**src/rtl/u2u_pkg.sv**
```systemverilog
`timescale 1ns / 1ps
`default_nettype none
// ----------------------------------------------------------------------------
// u2u_pkg: shared types and constants of the UTF-8 to UCS-2 decoder
// Status codes, byte-class limits and the state/result records passed
// between the decode step and the top level.
// ----------------------------------------------------------------------------
package u2u_pkg;

    // End status codes
    localparam logic [1:0] ST_COMPLETE  = 2'd0;
    localparam logic [1:0] ST_INVALID   = 2'd1;
    localparam logic [1:0] ST_CAPACITY  = 2'd2;
    localparam logic [1:0] ST_TRUNCATED = 2'd3;

    // Lead byte ranges and payload masks
    localparam logic [7:0] ASCII_MAX   = 8'h7F;
    localparam logic [7:0] LEAD2_MIN   = 8'hC0;
    localparam logic [7:0] LEAD2_MAX   = 8'hDF;
    localparam logic [7:0] LEAD3_MIN   = 8'hE0;
    localparam logic [7:0] LEAD3_MAX   = 8'hEF;
    localparam logic [7:0] LEAD2_MASK  = 8'h1F;
    localparam logic [7:0] LEAD3_MASK  = 8'h0F;
    localparam logic [7:0] CONT_MASK   = 8'h3F;

    localparam logic [15:0] CAPACITY_RESET = 16'hFFFF;

    // Per-string decoder state
    typedef struct packed {
        logic [15:0] partial_unit;
        logic [1:0]  bytes_pending;
        logic [15:0] unit_count;
        logic        halted;
        logic [1:0]  halt_cause;
    } t_state;

    // One result item plus its presence flag
    typedef struct packed {
        logic        present;
        logic [15:0] code_unit;
        logic        unit_valid;
        logic [15:0] units_so_far;
        logic        end_marker;
        logic [1:0]  end_status;
    } t_result;

endpackage : u2u_pkg
`default_nettype wire

```
**src/rtl/u2u_step.sv**
```systemverilog
`timescale 1ns / 1ps
`default_nettype none
// ----------------------------------------------------------------------------
// u2u_step: single-byte decode step
// Combinational update of the string state for one byte, producing the
// next state and at most one result item.
// ----------------------------------------------------------------------------
module u2u_step
    import u2u_pkg::*;
(
    input  var t_state      i_state,
    input  wire logic [7:0] i_in_byte,
    input  wire logic       i_last_byte,
    input  wire logic [15:0] i_capacity,
    output var t_state      o_state,
    output var t_result     o_result
);

    t_state      s;
    logic        done;
    logic [15:0] unit;
    logic [15:0] cont_bits;
    logic [15:0] count_inc;
    logic [1:0]  status;

    always_comb begin
        s         = i_state;
        done      = 1'b0;
        unit      = 16'd0;
        cont_bits = {8'd0, i_in_byte & CONT_MASK};

        // Decode the byte unless stopped
        if (!i_state.halted) begin
            if (i_state.bytes_pending != 2'd0) begin
                // Fold in continuation bits: upper six when two remain, then lower six
                if (i_state.bytes_pending == 2'd2) begin
                    s.partial_unit = i_state.partial_unit | (cont_bits << 6);
                end else begin
                    s.partial_unit = i_state.partial_unit | cont_bits;
                end
                s.bytes_pending = i_state.bytes_pending - 2'd1;
                if (s.bytes_pending == 2'd0) begin
                    unit           = s.partial_unit;
                    done           = 1'b1;
                    s.partial_unit = 16'd0;
                end
            end else if (i_state.unit_count >= i_capacity) begin
                s.halted        = 1'b1;
                s.halt_cause    = ST_CAPACITY;
                s.bytes_pending = 2'd0;
                s.partial_unit  = 16'd0;
            end else begin
                case (i_in_byte) inside
                    [8'h00:ASCII_MAX]: begin
                        unit = {8'd0, i_in_byte};
                        done = 1'b1;
                    end
                    [LEAD2_MIN:LEAD2_MAX]: begin
                        s.partial_unit  = {3'd0, i_in_byte[4:0] & LEAD2_MASK[4:0], 8'd0} >> 2;
                        s.bytes_pending = 2'd1;
                    end
                    [LEAD3_MIN:LEAD3_MAX]: begin
                        s.partial_unit  = {i_in_byte[3:0] & LEAD3_MASK[3:0], 12'd0};
                        s.bytes_pending = 2'd2;
                    end
                    default: begin
                        s.halted        = 1'b1;
                        s.halt_cause    = ST_INVALID;
                        s.bytes_pending = 2'd0;
                        s.partial_unit  = 16'd0;
                    end
                endcase
            end
        end

        // Count the completed unit
        count_inc = s.unit_count + 16'd1;
        if (done) begin
            s.unit_count = count_inc;
        end

        // Pick the end status
        if (s.halted) begin
            status = s.halt_cause;
        end else if (s.bytes_pending != 2'd0) begin
            status = ST_TRUNCATED;
        end else begin
            status = ST_COMPLETE;
        end

        o_result.present      = done | i_last_byte;
        o_result.code_unit    = unit;
        o_result.unit_valid   = done;
        o_result.units_so_far = s.unit_count;
        o_result.end_marker   = i_last_byte;
        o_result.end_status   = i_last_byte ? status : ST_COMPLETE;

        // Clear the string state after the last byte
        if (i_last_byte) begin
            o_state = '0;
        end else begin
            o_state = s;
        end
    end

endmodule : u2u_step
`default_nettype wire

```
**src/rtl/utf8_to_ucs2_decoder.sv**
```systemverilog
`timescale 1ns / 1ps
`default_nettype none
// ----------------------------------------------------------------------------
// utf8_to_ucs2_decoder: streaming UTF-8 to UCS-2 (BMP) decoder
// Assembles 16-bit code units from UTF-8 bytes and reports end of string.
// ----------------------------------------------------------------------------
// Usage:
//   Input channel: i_in_valid / o_in_stall with i_in_byte and i_last_byte.
//   A byte is taken at a rising edge with i_in_valid high and o_in_stall low.
//   Output channel: o_out_valid / i_out_stall with the result fields.
//   A byte that completes a unit, or the byte marked last, gives one result
//   request; other bytes give none.
//   The result is written to the output register at the edge that takes the
//   byte. One byte per cycle while o_in_stall is low, set by the
//   combinational state update between the accept edge and the output register.
//   When the receiver stalls with a result pending, o_in_stall rises in the
//   same cycle and the result holds; it falls as soon as the result is taken.
//   i_cfg_we writes i_cfg_data as the output capacity; write it while idle.
//   Reset (i_rst_n low, synchronous) clears the string state, empties the
//   output register and sets the capacity to 65535.
// ----------------------------------------------------------------------------
module utf8_to_ucs2_decoder
    import u2u_pkg::*;
(
    input  wire logic        i_clk,
    input  wire logic        i_rst_n,
    input  wire logic        i_cfg_we,
    input  wire logic [15:0] i_cfg_data,
    input  wire logic        i_in_valid,
    output var  logic        o_in_stall,
    input  wire logic [7:0]  i_in_byte,
    input  wire logic        i_last_byte,
    output var  logic        o_out_valid,
    input  wire logic        i_out_stall,
    output var  logic [15:0] o_code_unit,
    output var  logic        o_unit_valid,
    output var  logic [15:0] o_units_so_far,
    output var  logic        o_end_marker,
    output var  logic [1:0]  o_end_status
);

    logic [15:0] r_capacity;
    t_state      r_state;
    t_state      n_state;
    t_result     n_result;
    t_result     r_result;
    logic        r_out_valid;
    logic        in_accept;
    logic        out_take;

    // Hold input while an untaken result is stalled
    assign out_take   = r_out_valid & ~i_out_stall;
    assign o_in_stall = r_out_valid & i_out_stall;
    assign in_accept  = i_in_valid & ~o_in_stall;

    u2u_step u_step (
        .i_state     (r_state),
        .i_in_byte   (i_in_byte),
        .i_last_byte (i_last_byte),
        .i_capacity  (r_capacity),
        .o_state     (n_state),
        .o_result    (n_result)
    );

    // Capacity register
    always_ff @(posedge i_clk) begin
        if (!i_rst_n) begin
            r_capacity <= CAPACITY_RESET;
        end else if (i_cfg_we) begin
            r_capacity <= i_cfg_data;
        end
    end

    // Advance string state on each accepted byte
    always_ff @(posedge i_clk) begin
        if (!i_rst_n) begin
            r_state <= '0;
        end else if (in_accept) begin
            r_state <= n_state;
        end
    end

    // Output register valid
    always_ff @(posedge i_clk) begin
        if (!i_rst_n) begin
            r_out_valid <= 1'b0;
        end else if (in_accept) begin
            r_out_valid <= n_result.present;
        end else if (out_take) begin
            r_out_valid <= 1'b0;
        end
    end

    // Output register payload
    always_ff @(posedge i_clk) begin
        if (in_accept && n_result.present) begin
            r_result <= n_result;
        end
    end

    assign o_out_valid    = r_out_valid;
    assign o_code_unit    = r_result.code_unit;
    assign o_unit_valid   = r_result.unit_valid;
    assign o_units_so_far = r_result.units_so_far;
    assign o_end_marker   = r_result.end_marker;
    assign o_end_status   = r_result.end_status;

`ifndef ASSERT_OFF
    // A stop leaves no sequence open
    a_halt_clean: assert property (@(posedge i_clk) disable iff (!i_rst_n)
        r_state.halted |-> (r_state.bytes_pending == 2'd0))
        else $error("halted with bytes pending");

    // A stop carries an invalid-lead or capacity cause
    a_halt_cause: assert property (@(posedge i_clk) disable iff (!i_rst_n)
        r_state.halted |-> (r_state.halt_cause == ST_INVALID ||
                            r_state.halt_cause == ST_CAPACITY))
        else $error("bad halt cause");

    // The last byte clears the string state
    a_last_clears: assert property (@(posedge i_clk) disable iff (!i_rst_n)
        (in_accept && i_last_byte) |=> (r_state.unit_count == 16'd0 &&
                                        !r_state.halted &&
                                        r_state.bytes_pending == 2'd0))
        else $error("string state not cleared after last byte");

    // The last byte always yields an end result
    a_last_result: assert property (@(posedge i_clk) disable iff (!i_rst_n)
        (in_accept && i_last_byte) |=> (o_out_valid && o_end_marker))
        else $error("missing end result");
`endif

endmodule : utf8_to_ucs2_decoder
`default_nettype wire
```
**config.mk**
```make
export PLATFORM = sky130hd
export DESIGN_NAME = utf8_to_ucs2_decoder
export DESIGN_NICKNAME = d
export VERILOG_FILES = /design/src/rtl/u2u_pkg.sv /design/src/rtl/u2u_step.sv /design/src/rtl/utf8_to_ucs2_decoder.sv
export SDC_FILE = /design/constraint.sdc
export NUM_CORES = 1
export LEC_CHECK = 0
export BUFFER_PORTS_ARGS = -buffer_cell sky130_fd_sc_hd__buf_2
export CORE_MARGIN = 2
export CORE_UTILIZATION = 44
export DETAILED_ROUTE_END_ITERATION = 10
export GPL_ROUTABILITY_DRIVEN = 0
export PLACE_DENSITY = 0.74
export SYNTH_ARGS = -nofsm -noshare
export SYNTH_HDL_FRONTEND = slang
export SYNTH_HIERARCHICAL = 1
export SYNTH_SLANG_ARGS = --single-unit
export TNS_END_PERCENT = 1
```
**constraint.sdc**
```tcl
create_clock -name i_clk -period 4.6 [get_ports i_clk]
set_input_delay 0.92 -clock i_clk [delete_from_list [all_inputs] [get_ports i_clk]]
set_output_delay 0.92 -clock i_clk [all_outputs]
set_load 0.005 [all_outputs]
```
==> out/summary.txt, run 1 <==
outcome: completed
hold path depth: 2
DP Area: 5517 um^2
Cell Chain, Critical Path: inv_1 -> ha_1 -> nand2b_1 -> a2111oi_2 -> o311a_2 -> o21a_1 -> a31oi_1 -> nor3_1 -> nand2_1 -> mux2i_1
crit share post-route: 68.24%
met2 WL: 5514 um
First-pass DRT Iterations: 5
switching share of power: 24.61%
Post-CTS Setup Repair Bufs: 0
Die Ht: 112.8 um
largest net degree at the start of global routing: 67
FFs w/ async S/R, synth: 0%
PostCTS Resize Cnt: 0
clock insertion delay at the later pin of the skew report: 0.35 ns
number of hold buffers added after cts: 0
WS Path Type: flip-flop to flip-flop
commonest non-fill, non-tap cell in the layout: nand2_1
critical path's largest stage delay: 0.60 ns
Via density: 5.585
uppermost routed layer: met4
# DRC: 0
RR Endpoint: r_state[22]
multi-input logic area: 2705 um^2
sequential share of power: 48.8%
boundary pin count: 68
Worst Hold Path EP: r_capacity[13]
Synth Flop Type: dfxtp_1
worst-margin pin slew: 1.122 ns
post-layout min period: 3.139 ns
sequential area share after synthesis: 41.55%
Worst slew margin: 25.22%
placed cells: 756
Total GRT Usage: 18.89%
Syn. warnings: 6
Routed wire per std cell: 15.58 um
num rows: 39
CTS tree: yes
Core Footprint: 11470 um^2
Levels on crit path: 10
Pwr Total: 1.798 mW
dpl hpwl: 8314 um
wl on met1: 5498 um
Max Cap Viol: 0
clock root buffer: clkbuf_16
VDD IR-drop max: 169.0 uV
drt total wl: 12030 um
Buffers on Ports: 67
cell taking the most area after synthesis: dfxtp_1
Inserted Clock Buffers: 9
post-synth top area share: 20.77%
WL met3: 820 um
Cell variety after synth: 51
H-tree Lvls: 3
P_leak: 2.552 nW
Slew Viols, Final: 0
most frequent cells in the layout: nand2_1 (126), buf_2 (67), dfxtp_1 (54)
final number of hold-violating endpoints: 0
FMAX: 318.6 MHz
worst endpoint required time: 4.87 ns
Die X: 112.8 um
sequential cell area: 2162 um^2
antenna cells: 0
final cell count without fillers: 772
vias: 4312
post-synth net total: 629
cell internal pwr: 1.355 mW
critical path arrival: 3.41 ns
Post-Synthesis Cells: 582
CP startpoint kind: flip-flop
nets: 671
Syn Area/Cell: 8.941 um^2
Die ar.: 12710 um^2
EDFF count, synth: 36
Worst Skew: 0.01304 ns
final setup vio count: 0
synthesis-to-finish area growth: 11.78%
Clock Power Share: 41.0%
vias in the first global route: 4045
Remaining Overflow, GRT: 0
min-delay src: r_capacity[13]
FF-to-FF setup slack: 1.46 ns
post-route ant nets: 0
slowest stage cell, crit path: o21a_1
Mapped Area: 5204 um^2
Clk pin slew, worst setup/hold paths: 0.06 ns
Comb pwr share: 10.3%
crit end category: flip-flop
first-pass GRT wire length: 19550 um
power density cells: 309.1 nW/um^2
Clock Path Buffers: 2
Crit Reg-Reg Startpoint: r_state[3]
R2R depth: 10
clk sinks: 90
WP buf/inv: 1
top cell family by delay on the critical path: compound AO/OA/AOI/OAI gates
Fillers: 1042
DRT iter0 DRCs: 293
Synth Register Bits: 90
layout cells sized above 1: 17.65%
crit-path max FO: 20
starting density of the core: 45.38%
Sw Pwr: 0.4425 mW
setup tns final: 0 ns
RSZ-0062 raised after global routing: false
initial antenna violation count: 0
Post-Layout Inst Area: 5817 um^2
Synth area leaders: dfxtp_1 (21%), edfxtp_1 (21%), mux2i_1 (10%)
Hold Path Class: flip-flop to flip-flop
==> logic make-up (layout without fill, tap and decap cells) <==
family,count (synthesis),after routing,synth area share [%]
muxes,70,70,13.87
AOI/OAI and AO/OA,83,83,10.19
DFF,90,90,41.55
buffers and inverters,67,114,6.756
adders and majority gates,17,17,4.087
xor gates and xnor gates,13,13,2.188
and+or+nand+nor,242,242,21.35
==> metal layers <==
layer	up-vias	global-route usage, %
met5	-	0
met3	16	3.428
met4	0	6.992
li1	2101	-
met1	2021	26.09
met2	174	29.78
==> tightest hold or removal path: stages (launching register included) <==
cell	delay (ns)
dfxtp_1	0.33
mux2i_1	0.07
nand2_1	0.05
==> area by class of cell <==
| class | count | share of cell area (%) |
|---|---|---|
| Inverter | 26 | 1.678 |
| Timing Repair Buffer | 72 | 6.410 |
| Clock buffer | 9 | 3.872 |
| Sequential cell | 90 | 37.17 |
| Clock inverter | 7 | 1.291 |
| Multi-Input combinational cell | 425 | 46.50 |
| Tap cell | 143 | 3.076 |
==> worst max path at each step <==
stage,from,end,slack [ns]
finish,r_state[3],r_state[22],1.46
global route,r_state[3],r_state[26],1.16
CTS,r_state[3],o_units_so_far[5],1.46
detailed placement,i_in_byte[7],o_units_so_far[4],1.22
global placement,i_in_byte[7],o_units_so_far[0],1.28
floorplan,i_in_byte[7],o_code_unit[0],0.74
==> per-stage QoR <==
step / utilization, % / worst slack (ns) / hold WS [ns]
after global routing: 50.73 / 1.160 / 0.5009
after CTS: 50.73 / 1.464 / 0.4816
after global placement: 48.11 / 1.281 / 0.4531
final: 50.73 / 1.461 / 0.4779
after floorplan: - / 0.7369 / 0.4416
after detailed placement: 48.11 / 1.219 / 0.4580
==> state kept, by name (all words and copies together) (netlist names) <==
signal / cells
o_unit_valid: 1
o_code_unit: 16
r_state: 37
o_end_marker: 1
o_out_valid: 1
r_capacity: 16
o_units_so_far: 16
o_end_status: 2
==> power groups by stage <==
stage | Clock (mW) | Sequential (mW) | Combinational, mW
6_report | 0.737 | 0.877 | 0.184
3_3_place_gp | 0 | 0.893 | 0.178
2_1_floorplan | 0 | 0.894 | 0.128
3_5_place_dp | 0 | 0.894 | 0.184
4_1_cts | 0.747 | 0.877 | 0.184
5_1_grt | 0.780 | 0.880 | 0.202
==> cells in the mapped netlist (3+ instances only) <==
cell	number
a211oi_1	3
a21oi_1	32
a221oi_1	5
a31oi_1	4
and3_1	7
buf_12	3
buf_2	8
buf_4	5
buf_6	3
clkbuf_1	20
dfxtp_1	54
edfxtp_1	36
ha_1	17
inv_1	25
mux2_2	15
mux2i_1	53
nand2_1	126
nand3_1	18
nand4_1	9
nor2_1	32
nor2b_1	20
nor3_1	17
o21a_1	4
o21ai_0	19
xor2_1	13
Note: power is estimated with default switching activity, not from simulation.
==> run 2, diff against run 1 <==
==> constraint.sdc (replaced) <==
create_clock -name i_clk -period 2.9 [get_ports i_clk]
set_input_delay 0.58 -clock i_clk [delete_from_list [all_inputs] [get_ports i_clk]]
set_output_delay 0.58 -clock i_clk [all_outputs]
set_load 0.005 [all_outputs]
==> run 2 against run 1 <==
  * Register-to-register slack got worse by 1.3 ns
  * Routed wire length increased by 1.7%
  * Setup slack got worse by 1.3 ns
  * Critical path type unchanged
  * Largest cell class unchanged
  * Highest routed layer unchanged
==> out/summary.txt, run 2 (same netlist as run 1, synthesis figures left out) <==
outcome: completed
post-route ant nets: 0
slowest stage cell, crit path: dfxtp_1
final setup vio count: 0
Cell Chain, Critical Path: inv_1 -> ha_1 -> nand2b_1 -> a2111oi_2 -> o311a_2 -> o21ai_4 -> a21oi_1 -> mux2_2 -> nand2_1 -> mux2i_1
FF-to-FF setup slack: 0.17 ns
M3 GR Usage: 4.178%
final number of hold-violating endpoints: 0
Largest Register: r_state
CP startpoint: r_state[3]
Routed wire per std cell: 15.70 um
P_leak: 2.589 nW
WS Path Type: flip-flop to flip-flop
CTS tree: yes
Clk pin slew, worst setup/hold paths: 0.06 ns
vias in the first global route: 4154
crit path capture: r_state[6]
Worst Skew: 0.004709 ns
GRT busiest layer: met2
Die X: 112.8 um
critical path's largest stage delay: 0.39 ns
Clock Path Buffers: 2
critical path arrival: 2.93 ns
First-pass DRT Iterations: 5
antenna cells: 0
VDD IR-drop max: 269.0 uV
crit share post-route: 93.99%
layout cells sized above 1: 19.18%
worst-margin pin slew: 0.6684 ns
FMAX: 366.9 MHz
Die Ht: 112.8 um
initial antenna violation count: 0
Max Cap Viol: 0
Hold Path Class: input port to flip-flop
Via density: 5.591
first-pass GRT wire length: 19780 um
Buffers on Ports: 67
Remaining Overflow, GRT: 0
nets: 678
CP startpoint kind: flip-flop
most frequent cells in the layout: nand2_1 (126), buf_2 (67), dfxtp_1 (54)
crit-path max FO: 19
drt total wl: 12230 um
starting density of the core: 45.38%
Worst slew margin: 55.44%
power density cells: 481.8 nW/um^2
# DRC: 0
clock insertion delay at the later pin of the skew report: 0.34 ns
DRT iter0 DRCs: 435
Slew Viols, Final: 0
clock root buffer: clkbuf_16
RSZ-0062 raised after global routing: true
commonest non-fill, non-tap cell in the layout: nand2_1
boundary pin count: 68
Util after Layout: 51.50%
Hold WS: 0.4516 ns
Crit Reg-Reg Startpoint: r_state[3]
largest net degree at the start of global routing: 62
Total GRT Usage: 19.42%
post-layout min period: 2.726 ns
Inserted Clock Buffers: 9
grt met1 use: 24.92%
H-tree Lvls: 3
synthesis-to-finish area growth: 13.49%
crit end category: flip-flop
vias: 4355
worst endpoint required time: 3.10 ns
Largest register FFs: 37
Core Footprint: 11470 um^2
RR Endpoint: r_state[6]
R2R depth: 10
Post-CTS Setup Repair Bufs: 0
dpl hpwl: 8419 um
num rows: 39
clk sinks: 90
Die ar.: 12710 um^2
routing usage on met2: 31.26%
## run 2: stage by stage
step / worst slack, ns / cells / area (um^2) / power [mW] / TNS (ns)
floorplan: 0.2082 / 582 / 5211 / 1.621 / 0
global placement: 0.2749 / 763 / 5594 / 1.704 / 0
detailed placement: 0.1163 / 763 / 5594 / 1.717 / 0
CTS: 0.06106 / 779 / 5889 / 2.877 / 0
global route: -0.01096 / 779 / 5906 / 2.963 / -0.01096
finish: 0.1744 / 779 / 5906 / 2.845 / 0
## run 2: per-layer routing
layer  wire [um]  part of all wire [%]  vias up
met5           0                     0        -
met4         327                   2.7        0
met3         778                   6.4       32
met2        5675                    46      178
met1        5450                    45     2030
li1            -                     -     2115
## run 2: how the worst min path moves through the flow
stage	to	cells after the start	from
3_3_place_gp	r_state[30]	2	r_state[30]
3_5_place_dp	r_state[26]	2	r_state[26]
5_1_grt	r_capacity[4]	3	i_cfg_data[4]
2_1_floorplan	r_capacity[10]	2	r_capacity[10]
4_1_cts	r_capacity[7]	3	i_cfg_data[7]
6_report	r_capacity[7]	3	i_cfg_data[7]
## run 2: report_power, final
group / leakage [nW] / switching (mW) / total, mW / internal [mW]
Sequential: 0.794 / 0.0197 / 1.39 / 1.37
Combinational: 1.66 / 0.185 / 0.304 / 0.119
Clock: 0.133 / 0.491 / 1.15 / 0.664
Total: 2.59 / 0.696 / 2.85 / 2.15
## run 2: critical path, delay by kind of cell, from the launching register on
kind	cells	cell delay (ns)
and+or+nand+nor	2	0.22
DFF	1	0.39
AOI/OAI and AO/OA	4	1.14
muxes	2	0.47
buffers and inverters	1	0.08
adders and majority gates	1	0.28
## run 2: layout make-up
| class | count | area [um^2] |
|---|---|---|
| clock inverters | 7 | 70.07 |
| multi-input cells | 425 | 2721 |
| inverters | 26 | 97.59 |
| clock buffers | 9 | 225.2 |
| fillers | 1039 | 5562 |
| well taps | 143 | 178.9 |
| repair buffers | 79 | 450.4 |
| flip-flops and latches | 90 | 2162 |
## run 2: repair_timing
item,4_1_cts,5_1_grt
hold buffers,0,0
setup endpoints to repair,0,14
resized for setup,0,4
